## src/design/bvm_pkg.sv

```systemverilog
`default_nettype none
package bvm_pkg;

  // Register indexes on the configuration port
  typedef enum logic [2:0] {
    REG_ALPHA    = 3'd0,
    REG_WARN     = 3'd1,
    REG_CRIT     = 3'd2,
    REG_VREF     = 3'd3,
    REG_SAG_RATE = 3'd4
  } bvm_reg_t;

  // Filter weight limits, 1/256 units
  localparam logic [7:0] ALPHA_MIN = 8'd3;
  localparam logic [7:0] ALPHA_MAX = 8'd128;

  // Compensation: 9000 mV floor in Q8, clamp limits in Q1.14
  localparam logic [22:0] COMP_FLOOR_Q8 = 23'd2304000;
  localparam logic [14:0] COMP_MIN_Q14  = 15'd13926;
  localparam logic [14:0] COMP_MAX_Q14  = 15'd20480;

  // Microseconds per second, scales the voltage drop in the sag test
  localparam logic [19:0] US_PER_S = 20'd1000000;

  // Iteration counts of the serial units
  localparam int IIR_STEPS = 8;
  localparam int SAG_STEPS = 23;
  localparam int DIV_STEPS = 16;
  localparam int IIR_CW    = $clog2(IIR_STEPS);
  localparam int SAG_CW    = $clog2(SAG_STEPS);
  localparam int DIV_CW    = $clog2(DIV_STEPS);

endpackage
`default_nettype wire

```

## src/design/battery_voltage_monitor_top.sv

```systemverilog
`default_nettype none
// Battery voltage monitor.
// Input stream s_*: one word per sample, bus_word (raw bus-voltage register)
// and elapsed_us (time since the previous sample). Output stream m_*: one
// word per sample with raw mV, filtered mV in Q8, warn, critical and sag
// flags and the compensation factor in Q1.14.
// Configuration: cfg_we with cfg_addr selecting alpha, warn, critical,
// vref or sag rate; cfg_data carries the value. Write only while idle.
// Steps of a sample after acceptance: the bit-serial filter multiplier,
// then the bit-serial sag multipliers, which run beside the divider, and
// last the done state, which loads the output register once it is free.
// One sample is in work at a time.
// s_tready is high only while no sample is in work; a finished word waits
// in the output register while the next sample is taken. If the receiver
// stalls, a finished result holds in the unit until the output is free.
// Reset clears the filter, the priming and sag flags, empties the output
// and loads the default configuration.
module battery_voltage_monitor_top (
  input  wire logic        clk,
  input  wire logic        rst,
  input  wire logic        s_tvalid,
  output logic             s_tready,
  input  wire logic [39:0] s_tdata,   // bus_word[15:0], elapsed_us[39:16]
  output logic             m_tvalid,
  input  wire logic        m_tready,
  output logic [55:0] m_tdata,        // raw_mv[14:0], filtered_mv_q8[37:15],
                                      // warn[38], critical[39], sag[40],
                                      // comp_factor_q14[55:41]
  input  wire logic        cfg_we,
  input  wire logic [2:0]  cfg_addr,
  input  wire logic [15:0] cfg_data
);
  import bvm_pkg::*;

  typedef enum logic [1:0] {
    S_IDLE,
    S_FILT,
    S_EVAL,
    S_DONE
  } state_t;

  state_t      state;
  logic [7:0]  alpha_q8;
  logic [14:0] warn_mv;
  logic [14:0] crit_mv;
  logic [14:0] vref_mv;
  logic [15:0] sag_rate;
  logic [22:0] filt_q8;
  logic        primed;
  logic        sag_flag;
  logic [14:0] raw_r;
  logic [23:0] dt_r;
  logic [22:0] new_filt;

  logic        filt_start;
  logic        eval_start;
  logic        filt_done;
  logic [22:0] filt_res;
  logic [22:0] filt_sel;
  logic        sag_done;
  logic        sag_fall;
  logic        div_done;
  logic [14:0] comp_q14;
  logic        sag_next;
  logic        out_free;
  logic [14:0] in_raw;

  assign in_raw     = {s_tdata[15:3], 2'b00};
  assign s_tready   = (state == S_IDLE);
  assign filt_start = (state == S_IDLE) && s_tvalid;
  assign eval_start = (state == S_FILT) && filt_done;
  assign filt_sel   = primed ? filt_res : {raw_r, 8'd0};
  assign out_free   = !m_tvalid || m_tready;

  // Sag flag holds on the priming sample and on zero elapsed time
  always_comb begin
    if (primed && (dt_r != 24'd0)) begin
      sag_next = (new_filt < filt_q8) && sag_fall;
    end else begin
      sag_next = sag_flag;
    end
  end

  bvm_iir u_iir (
    .clk    (clk),
    .rst    (rst),
    .start  (filt_start),
    .alpha  (alpha_q8),
    .prev   (filt_q8),
    .sample ({in_raw, 8'd0}),
    .done   (filt_done),
    .result (filt_res)
  );

  bvm_sag u_sag (
    .clk   (clk),
    .rst   (rst),
    .start (eval_start),
    .prev  (filt_q8),
    .next  (filt_sel),
    .dt    (dt_r),
    .rate  (sag_rate),
    .done  (sag_done),
    .fall  (sag_fall)
  );

  bvm_div u_div (
    .clk   (clk),
    .rst   (rst),
    .start (eval_start),
    .vref  (vref_mv),
    .vf    (filt_sel),
    .done  (div_done),
    .quot  (comp_q14)
  );

  // Configuration writes
  always_ff @(posedge clk) begin
    if (rst) begin
      alpha_q8 <= 8'd26;
      warn_mv  <= 15'd11200;
      crit_mv  <= 15'd10800;
      vref_mv  <= 15'd11100;
      sag_rate <= 16'd150;
    end else if (cfg_we) begin
      unique case (cfg_addr)
        REG_ALPHA:    alpha_q8 <= cfg_data[7:0];
        REG_WARN:     warn_mv  <= cfg_data[14:0];
        REG_CRIT:     crit_mv  <= cfg_data[14:0];
        REG_VREF:     vref_mv  <= cfg_data[14:0];
        REG_SAG_RATE: sag_rate <= cfg_data;
        default: ;
      endcase
    end
  end

  // Sequence one sample and hold the state and output registers
  always_ff @(posedge clk) begin
    if (rst) begin
      state    <= S_IDLE;
      filt_q8  <= '0;
      primed   <= 1'b0;
      sag_flag <= 1'b0;
      m_tvalid <= 1'b0;
    end else begin
      // Drop a taken word unless the done state reloads the register
      if (m_tvalid && m_tready && (state != S_DONE)) begin
        m_tvalid <= 1'b0;
      end
      unique case (state)
        S_IDLE: begin
          if (s_tvalid) begin
            raw_r <= in_raw;
            dt_r  <= s_tdata[39:16];
            state <= S_FILT;
          end
        end
        S_FILT: begin
          if (filt_done) begin
            new_filt <= filt_sel;
            state    <= S_EVAL;
          end
        end
        S_EVAL: begin
          if (sag_done && div_done) begin
            state <= S_DONE;
          end
        end
        S_DONE: begin
          if (out_free) begin
            filt_q8  <= new_filt;
            primed   <= 1'b1;
            sag_flag <= sag_next;
            m_tvalid <= 1'b1;
            m_tdata  <= {comp_q14, sag_next,
                         new_filt <= {crit_mv, 8'd0},
                         new_filt <= {warn_mv, 8'd0},
                         new_filt, raw_r};
            state    <= S_IDLE;
          end
        end
        default: state <= S_IDLE;
      endcase
    end
  end

endmodule
`default_nettype wire

```

## src/design/bvm_iir.sv

```systemverilog
`default_nettype none
module bvm_iir (
  input  wire logic        clk,
  input  wire logic        rst,
  input  wire logic        start,
  input  wire logic [7:0]  alpha,
  input  wire logic [22:0] prev,
  input  wire logic [22:0] sample,
  output logic             done,
  output logic [22:0]      result
);
  import bvm_pkg::*;

  logic [30:0]       acc;
  logic [7:0]        a_sh;
  logic [7:0]        b_sh;
  logic [22:0]       prev_r;
  logic [22:0]       samp_r;
  logic [IIR_CW-1:0] cnt;
  logic              busy;
  logic [7:0]        a_clamp;
  logic [23:0]       partial;

  // Clamp the filter weight
  always_comb begin
    if (alpha < ALPHA_MIN) begin
      a_clamp = ALPHA_MIN;
    end else if (alpha > ALPHA_MAX) begin
      a_clamp = ALPHA_MAX;
    end else begin
      a_clamp = alpha;
    end
  end

  // One bit of each weight per cycle, most significant first
  always_comb begin
    partial = (a_sh[7] ? {1'b0, samp_r} : 24'd0) + (b_sh[7] ? {1'b0, prev_r} : 24'd0);
  end

  // Shift-add over the weight bits
  always_ff @(posedge clk) begin
    if (rst) begin
      busy <= 1'b0;
      done <= 1'b0;
      cnt  <= '0;
    end else if (start) begin
      busy   <= 1'b1;
      done   <= 1'b0;
      cnt    <= '0;
      acc    <= '0;
      a_sh   <= a_clamp;
      b_sh   <= 8'(9'd256 - {1'b0, a_clamp});
      prev_r <= prev;
      samp_r <= sample;
    end else if (busy) begin
      acc  <= {acc[29:0], 1'b0} + {7'd0, partial};
      a_sh <= {a_sh[6:0], 1'b0};
      b_sh <= {b_sh[6:0], 1'b0};
      cnt  <= cnt + 1'b1;
      if (cnt == IIR_CW'(IIR_STEPS - 1)) begin
        busy <= 1'b0;
        done <= 1'b1;
      end
    end
  end

  // Drop the eight fraction bits of the weights
  assign result = acc[30:8];

endmodule
`default_nettype wire

```

## src/design/bvm_sag.sv

```systemverilog
`default_nettype none
module bvm_sag (
  input  wire logic        clk,
  input  wire logic        rst,
  input  wire logic        start,
  input  wire logic [22:0] prev,
  input  wire logic [22:0] next,
  input  wire logic [23:0] dt,
  input  wire logic [15:0] rate,
  output logic             done,
  output logic             fall
);
  import bvm_pkg::*;

  logic [22:0]       d_sh;
  logic [22:0]       r_sh;
  logic [23:0]       dt_r;
  logic [42:0]       lhs;
  logic [46:0]       rhs;
  logic [SAG_CW-1:0] cnt;
  logic              busy;

  // Drop times 1e6 against rate times 128 times dt, one bit of each per cycle
  always_ff @(posedge clk) begin
    if (rst) begin
      busy <= 1'b0;
      done <= 1'b0;
      cnt  <= '0;
    end else if (start) begin
      busy <= 1'b1;
      done <= 1'b0;
      cnt  <= '0;
      lhs  <= '0;
      rhs  <= '0;
      d_sh <= prev - next;
      r_sh <= {rate, 7'd0};
      dt_r <= dt;
    end else if (busy) begin
      lhs  <= {lhs[41:0], 1'b0} + (d_sh[22] ? {23'd0, US_PER_S} : 43'd0);
      rhs  <= {rhs[45:0], 1'b0} + (r_sh[22] ? {23'd0, dt_r} : 47'd0);
      d_sh <= {d_sh[21:0], 1'b0};
      r_sh <= {r_sh[21:0], 1'b0};
      cnt  <= cnt + 1'b1;
      if (cnt == SAG_CW'(SAG_STEPS - 1)) begin
        busy <= 1'b0;
        done <= 1'b1;
      end
    end
  end

  // The doubled right side restores the factor 256
  assign fall = {5'd0, lhs} > {rhs, 1'b0};

endmodule
`default_nettype wire

```

## src/design/bvm_div.sv

```systemverilog
`default_nettype none
module bvm_div (
  input  wire logic        clk,
  input  wire logic        rst,
  input  wire logic        start,
  input  wire logic [14:0] vref,
  input  wire logic [22:0] vf,
  output logic             done,
  output logic [14:0]      quot
);
  import bvm_pkg::*;

  logic [22:0]       den;
  logic [22:0]       rem;
  logic [15:0]       quo;
  logic [DIV_CW-1:0] cnt;
  logic              busy;
  logic [24:0]       diff;
  logic              ge;

  // Trial subtract of the shifted remainder
  always_comb begin
    diff = {1'b0, rem, 1'b0} - {2'b00, den};
    ge   = ~diff[24];
  end

  // Restoring division, one quotient bit per cycle; the high dividend
  // bits start below the floored divisor, the low ones are all zero
  always_ff @(posedge clk) begin
    if (rst) begin
      busy <= 1'b0;
      done <= 1'b0;
      cnt  <= '0;
    end else if (start) begin
      busy <= 1'b1;
      done <= 1'b0;
      cnt  <= '0;
      quo  <= '0;
      den  <= (vf < COMP_FLOOR_Q8) ? COMP_FLOOR_Q8 : vf;
      rem  <= {2'b00, vref, 6'd0};
    end else if (busy) begin
      rem <= ge ? diff[22:0] : {rem[21:0], 1'b0};
      quo <= {quo[14:0], ge};
      cnt <= cnt + 1'b1;
      if (cnt == DIV_CW'(DIV_STEPS - 1)) begin
        busy <= 1'b0;
        done <= 1'b1;
      end
    end
  end

  // Clamp the factor
  always_comb begin
    if (quo < {1'b0, COMP_MIN_Q14}) begin
      quot = COMP_MIN_Q14;
    end else if (quo > {1'b0, COMP_MAX_Q14}) begin
      quot = COMP_MAX_Q14;
    end else begin
      quot = quo[14:0];
    end
  end

endmodule
`default_nettype wire
```

## config.mk

```make
export PLATFORM = sky130hd
export DESIGN_NAME = battery_voltage_monitor_top
export DESIGN_NICKNAME = d
export VERILOG_FILES = /design/src/design/bvm_pkg.sv /design/src/design/battery_voltage_monitor_top.sv /design/src/design/bvm_iir.sv /design/src/design/bvm_sag.sv /design/src/design/bvm_div.sv
export SDC_FILE = /design/constraint.sdc
export NUM_CORES = 1
export LEC_CHECK = 0
export BUFFER_PORTS_ARGS = -buffer_cell sky130_fd_sc_hd__clkbuf_2
export CAP_MARGIN = 20
export CORE_AREA = 2 2 292 294
export CTS_CLUSTER_SIZE = 28
export DETAILED_ROUTE_END_ITERATION = 6
export DIE_AREA = 0 0 294 296
export HOLD_SLACK_MARGIN = 0.1
export SYNTH_ARGS = -nofsm -noshare
export SYNTH_HDL_FRONTEND = slang
export SYNTH_HIERARCHICAL = 1
export SYNTH_SLANG_ARGS = --single-unit
```

## constraint.sdc

```tcl
create_clock -name clk -period 12.4 [get_ports clk]
set_clock_uncertainty 0.1 [all_clocks]
set_input_delay 1.24 -clock clk [delete_from_list [all_inputs] [get_ports clk]]
set_output_delay 1.24 -clock clk [all_outputs]
set_load 0.01 [all_outputs]
```

Word-level counts from Yosys, hierarchy flattened --
Index checks and enable logic that the tools add are counted. Widths: inputs -> output; s select.
Word-level totals: word-level logic and storage cells 153, input port bits 64, output and inout bits 58, register bits after elaboration 533
Cells by class: order comparisons 9, $add $sub $neg 10, muxes and demuxes 41, reductions and logical operators 36, equal/unequal tests 15, bitwise operators 2
Operators by type and width (number):
- $mux 23 | 9
- $gt 43x48->1 | 1
- $mux 8 | 6
- $add 47x47->47 | 1
- $mux 47 | 1
- $le 23x23->1 | 2
- $add 43x43->43 | 1
- $mux 43 | 1
- $add 31x24->31 | 1
- $mux 31 | 1
- $reduce_and 2->1 | 14
- $sub 24x23->25 | 1
- $add 24x24->24 | 1
- $mux 24 | 1
- $reduce_bool 24->1 | 1
- $lt 23x22->1 const B | 1
- $lt 23x23->1 | 1
- $sub 23x23->23 | 1
- $mux 21 | 1
- $mux 20 | 1
- $gt 16x15->1 const B | 1
- $lt 16x14->1 const B | 1
- $mux 16 | 1
- $mux 15 | 1
- other kinds (28) | 62

Depth between registers and ports, before layout --
depth in word-level cells 5, gate-level depth with buffers 14

Modules after synthesis --
Netlist, hierarchy kept.
Modules (own cells, without submodules):
- bvm_sag | times used 1, area each 10182.3 um2, seq. area each 4554.4 um2, cells each 978
- battery_voltage_monitor_top | times used 1, area each 8590.7 um2, seq. area each 5365.1 um2, cells each 777
- bvm_iir | times used 1, area each 5977.0 um2, seq. area each 2862.7 um2, cells each 537
- bvm_div | times used 1, area each 4393.0 um2, seq. area each 1981.9 um2, cells each 443

Worst setup path before layout --
OpenSTA, ideal clock, no wires.
path kind register to register, start point register state[1], end point register u_sag.d_sh[0], enable pin, path slack 5.134 ns, stages on the path, launching flop included 8, data required time 11.694 ns, buffers on the path 2, period minus slack after synthesis 7.266 ns, arrival 6.560 ns, cell sequence dfxtp_1 inv_1 ha_1 and2_1 clkbuf_1 clkbuf_1 nor2_1 nor2_1
On the way: word-level cells in the longest chain between the ends 4
RTL lines:
- start: declaration | RTL line battery_voltage_monitor_top.sv:42 | state_t state;
- start signal: assignment | RTL line battery_voltage_monitor_top.sv:140 | state <= S_IDLE;
- start signal: assignment | RTL line battery_voltage_monitor_top.sv:155 | state <= S_FILT;
- start signal: assignment | RTL line battery_voltage_monitor_top.sv:161 | state <= S_EVAL;
- $eq 2x1->1 | RTL line battery_voltage_monitor_top.sv:71 | assign eval_start = (state == S_FILT) && filt_done;
- $logic_and 1x1->1 | RTL line battery_voltage_monitor_top.sv:71
- via eval_start | RTL line battery_voltage_monitor_top.sv:56 | logic eval_start;
- $reduce_bool 2->1 (no source line)
- $reduce_and 2->1 (no source line)
- end signal: assignment | RTL line bvm_sag.sv:35 | d_sh <= prev - next;
- end signal: assignment | RTL line bvm_sag.sv:41 | d_sh <= {d_sh[21:0], 1'b0};
- end: declaration | RTL line bvm_sag.sv:15 | logic [22:0] d_sh;
The timed path passes the listed nets, and every way through them passes these cells. A chain may end at the register's enable or synchronous reset.

Worst setup path in the final report --
start point register u_sag.r_sh[22], end point register u_sag.rhs[31] (data pin)
On the way: word-level cells in the longest chain between the ends 3
RTL lines:
- start: declaration | RTL line bvm_sag.sv:16 | logic [22:0] r_sh;
- start signal: assignment | RTL line bvm_sag.sv:36 | r_sh <= {rate, 7'd0};
- start signal: assignment | RTL line bvm_sag.sv:42 | r_sh <= {r_sh[21:0], 1'b0};
- $mux 24 | RTL line bvm_sag.sv:40 | rhs <= {rhs[45:0], 1'b0} + (r_sh[22] ? {23'd0, dt_r} : 47'd0);
- $add 47x47->47 | RTL line bvm_sag.sv:40
- $mux 47 | RTL line bvm_sag.sv:38 | end else if (busy) begin
- end signal: assignment | RTL line bvm_sag.sv:40
- end: declaration | RTL line bvm_sag.sv:19 | logic [46:0] rhs;
Every way passes these cells. The select of a mux whose other input is x is not followed.

==> metrics.txt <==
Cell Pwr Density 161 nW/um^2; worst skew pair latency between 0.6 and 0.7 ns; Die Span X 294 microns; number of enable flip-flop cells after synthesis ~420; Worst path slowest cell edfxtp_1; Rows roughly 110; Worst Slack Setup Final 8.25 ns; Worst-Margin Slew around 1.1 ns; Leak roughly 0.013 uW; DRT antenna net count 0; setup_tns 0 ns; clock root buffer clkbuf_16; Yosys warning total 6; Worst VDD drop 131 uV; CTS sink cnt 530; # port buffers 116; Startpoint Class flip-flop; fin nets just over 3000; top_reg_cell synth edfxtp_1; Hold WS 0.349 ns; Metal-1 WL 34300 microns; DR WL/cell 17.6 microns; Post-Place Worst Slack just over 8 ns; Hold Fails Final Rpt 0; WP data required 12.68 ns; worst reg-to-reg setup slack just over 8 ns; gpl congestion a little under 0.9; initial antenna violation count 3; Met2 Routed Length 29700 microns; HP Class reg -> reg; first-iteration detailed-routing DRC count approximately 1600; Final Setup Violations 0; Post-CTS Setup Repair Bufs 0; final period utilization between 30% and 40%; Num CTS Buffers 59; Crit Path Category reg -> reg; initial core utilization 34.6%; P&R area growth vs syn 12.8%; Core ar. between 80000 and 90000 sq um; Max-cap violations 0; vias 20400; largest net degree at the start of global routing 66; R2R Path End u_sag/rhs[31]$_SDFFCE_PP0P_; hold depth 0; CTS tree done; post-route insts no fill 3961; Worst R2R Start u_sag/r_sh[22]$_DFFE_PP_; Ant. Diodes 0; total track usage 15.9%; Die Y 296 microns; Worst Hold Endpoint u_sag/dt_r[13]$_DFFE_PP_; synthesized area 29100 sq um; syn_area_per_cell 10.7 sq um; H-tree depth 2; Max Fclk 241 MHz; CP Capture Type flip-flop; Worst EP arrival 4.43 ns; die area 87000 sq um; CTS clock-pin slew for the worst setup and hold paths 0.06 ns; TritonRoute pass-1 iters 5; FFs w/ async S/R, synth 0%; WL final 69800 microns; DRC violation count after routing 0; Max Buffers Root-to-Sink 3; CP max FO 24; Final min period 4.15 ns; Routed met3 length 3650 microns; Mapped Cells 2735; share of layout cells above drive strength 1 a little over an eighth; via-per-instance ratio 5.15; RSZ-0062 raised after global routing no; CTS resizes 0; vias in the first global route 19400; crit path cell chain and2_1 > ha_1 > inv_1 > fa_1 > nand2b_1 > a21oi_1 > o21ai_0 > a211oi_4 > o21ai_4 > and2_2 > nor3_1 > mux2_2; DP HPWL 49900 microns; CTS Hold Buffers Added 0; # IOs roughly 120; FF-to-FF path depth 12; Yosys cell types 104; DP Cell Count 3849; max-slew violations 0; first-pass GRT wire length 109000 microns; sequential-to-total area share from yosys stat 50.7%; GR Overflow Total 0; Slew headroom between 20% and 30%; Top Metal Used met5; HP Start dt_r[13]$_DFFE_PP_; Max stage delay on crit path between 0.7 and 0.8 ns; register bit total from synthesis 530; status finished clean
[synth_stat cells, types with 14 or more instances]
| library cell | n | share of area [%] |
|---|---|---|
| nor2_1 | 198 | 2.6 |
| mux2_2 | 50 | 1.9 |
| nand3b_1 | 20 | 0.52 |
| a31oi_1 | 18 | 0.39 |
| and2_1 | 111 | 2.4 |
| inv_1 | 187 | 2.4 |
| nand2_1 | 290 | 3.7 |
| or3_1 | 16 | 0.34 |
| o211ai_1 | 14 | 0.36 |
| fa_1 | 26 | 1.8 |
| nand2b_1 | 27 | 0.58 |
| a21o_1 | 63 | 1.6 |
| buf_2 | 15 | 0.26 |
| nand4_1 | 42 | 0.90 |
| xor2_1 | 49 | 1.5 |
| o21a_1 | 26 | 0.67 |
| ha_1 | 197 | 8.5 |
| nand3_1 | 48 | 0.82 |
| a211oi_1 | 22 | 0.57 |
| a21oi_1 | 210 | 3.6 |
| nor2b_1 | 40 | 0.86 |
| nor4_1 | 23 | 0.49 |
| nor3_1 | 50 | 0.86 |
| and3_1 | 24 | 0.52 |
| xnor2_1 | 53 | 1.6 |
| clkbuf_1 | 70 | 0.90 |
| o21ai_0 | 82 | 1.4 |
| edfxtp_1 | 415 | 43 |
| buf_4 | 28 | 0.72 |
| dfxtp_1 | 115 | 7.9 |
[layout by cell type (no fill, tap or decap), types with 8 or more instances in the layout]
cell type and count:
o21a_1 26, nand2_1 290, edfxtp_1 415, nand4_1 42
xor2_1 49, mux2_2 50, or2_2 8, nor4_1 23
clkbuf_2 115, nand2b_1 27, inv_1 187, conb_1 12
nand3b_1 20, o21bai_1 9, nor3_1 50, or3_1 16
a21oi_1 210, dfxtp_1 115, and3_1 24, a211oi_1 22
buf_4 21, xnor2_1 53, a21o_1 63, clkinv_2 11
clkbuf_16 64, nor2_1 191, o211ai_1 14, ha_1 197
nor2b_1 38, a31oi_1 18, nand3_1 48, fa_1 26
a211oi_2 8, o31ai_1 9, o21ai_0 82, and2_1 109
a211o_1 12
[area by class of cell]
type                    instances  area (sq um)
inverters                     188           706
repair buffers                137           761
fillers                      8203         51300
clock buffers                  75          1700
well taps                    1090          1360
clock inverters                37           452
flip-flops and latches        530         14800
multi-input cells            1904         13100
[worst max-delay path, delay by kind of cell, from the launching register on]
family / cells / cell delay, ns
AO/OA/AOI/OAI: 4 / 1.11
buffers and inverters: 1 / 0.07
adder cells (fa/ha/maj): 2 / 0.61
multiplexers: 1 / 0.35
flip-flops: 1 / 0.77
AND/OR/NAND/NOR: 4 / 0.85
[kinds of logic (layout without fill, tap and decap cells)]
logic type / after synthesis / count (layout) / share of synthesized area [%]
flip-flops: 530 / 530 / 50.7
other: 1 / 12 / 0.0129
buffers and inverters: 312 / 437 / 4.60
multiplexers: 61 / 61 / 2.33
XOR/XNOR: 102 / 102 / 3.07
AO/OA/AOI/OAI: 577 / 577 / 13.3
AND/OR/NAND/NOR: 929 / 929 / 15.7
adder cells (fa/ha/maj): 223 / 223 / 10.2
[power by group]
part	internal, uW	switching, uW	total (uW)
Combinational	472	741	1210
Sequential	2090	91.5	2180
Clock	1110	787	1900
Total	3680	1620	5300
[metal layers]
layer	vias up	track usage, %
met2	496	23.6
li1	9990	-
met4	2	5.40
met5	-	0
met1	9799	23.6
met3	96	2.11
[how the worst max path moves through the flow]
stage | cells after the start | endpoint | from
4_1_cts | 11 | u_iir/acc[27]$_SDFFCE_PP0P_ | u_iir/a_sh[7]$_DFFE_PP_
6_report | 12 | u_sag/rhs[31]$_SDFFCE_PP0P_ | u_sag/r_sh[22]$_DFFE_PP_
2_1_floorplan | 7 | u_sag/d_sh[0]$_SDFFCE_PN0P_ | state[1]$_SDFFE_PP0P_
3_3_place_gp | 11 | u_iir/acc[27]$_SDFFCE_PP0P_ | u_iir/a_sh[7]$_DFFE_PP_
3_5_place_dp | 11 | u_iir/acc[27]$_SDFFCE_PP0P_ | u_iir/a_sh[7]$_DFFE_PP_
5_1_grt | 12 | u_sag/rhs[31]$_SDFFCE_PP0P_ | u_sag/r_sh[22]$_DFFE_PP_
[metrics by stage]
step	utilization, %	power, uW	cell area [sq um]
2_1_floorplan	-	3150	29200
3_3_place_gp	36.5	3410	30700
3_5_place_dp	36.5	3420	30700
4_1_cts	39.1	5350	32900
5_1_grt	39.1	5590	32900
6_report	39.1	5300	32900
[state kept, by name, summed over array words and instances (netlist names), 24 cells and up]
register	count
dt_r	24
m_tdata	54
u_iir/acc	31
u_sag/dt_r	24
u_sag/lhs	37
u_sag/rhs	47
No activity file was read; power rests on OpenSTA's default activity.
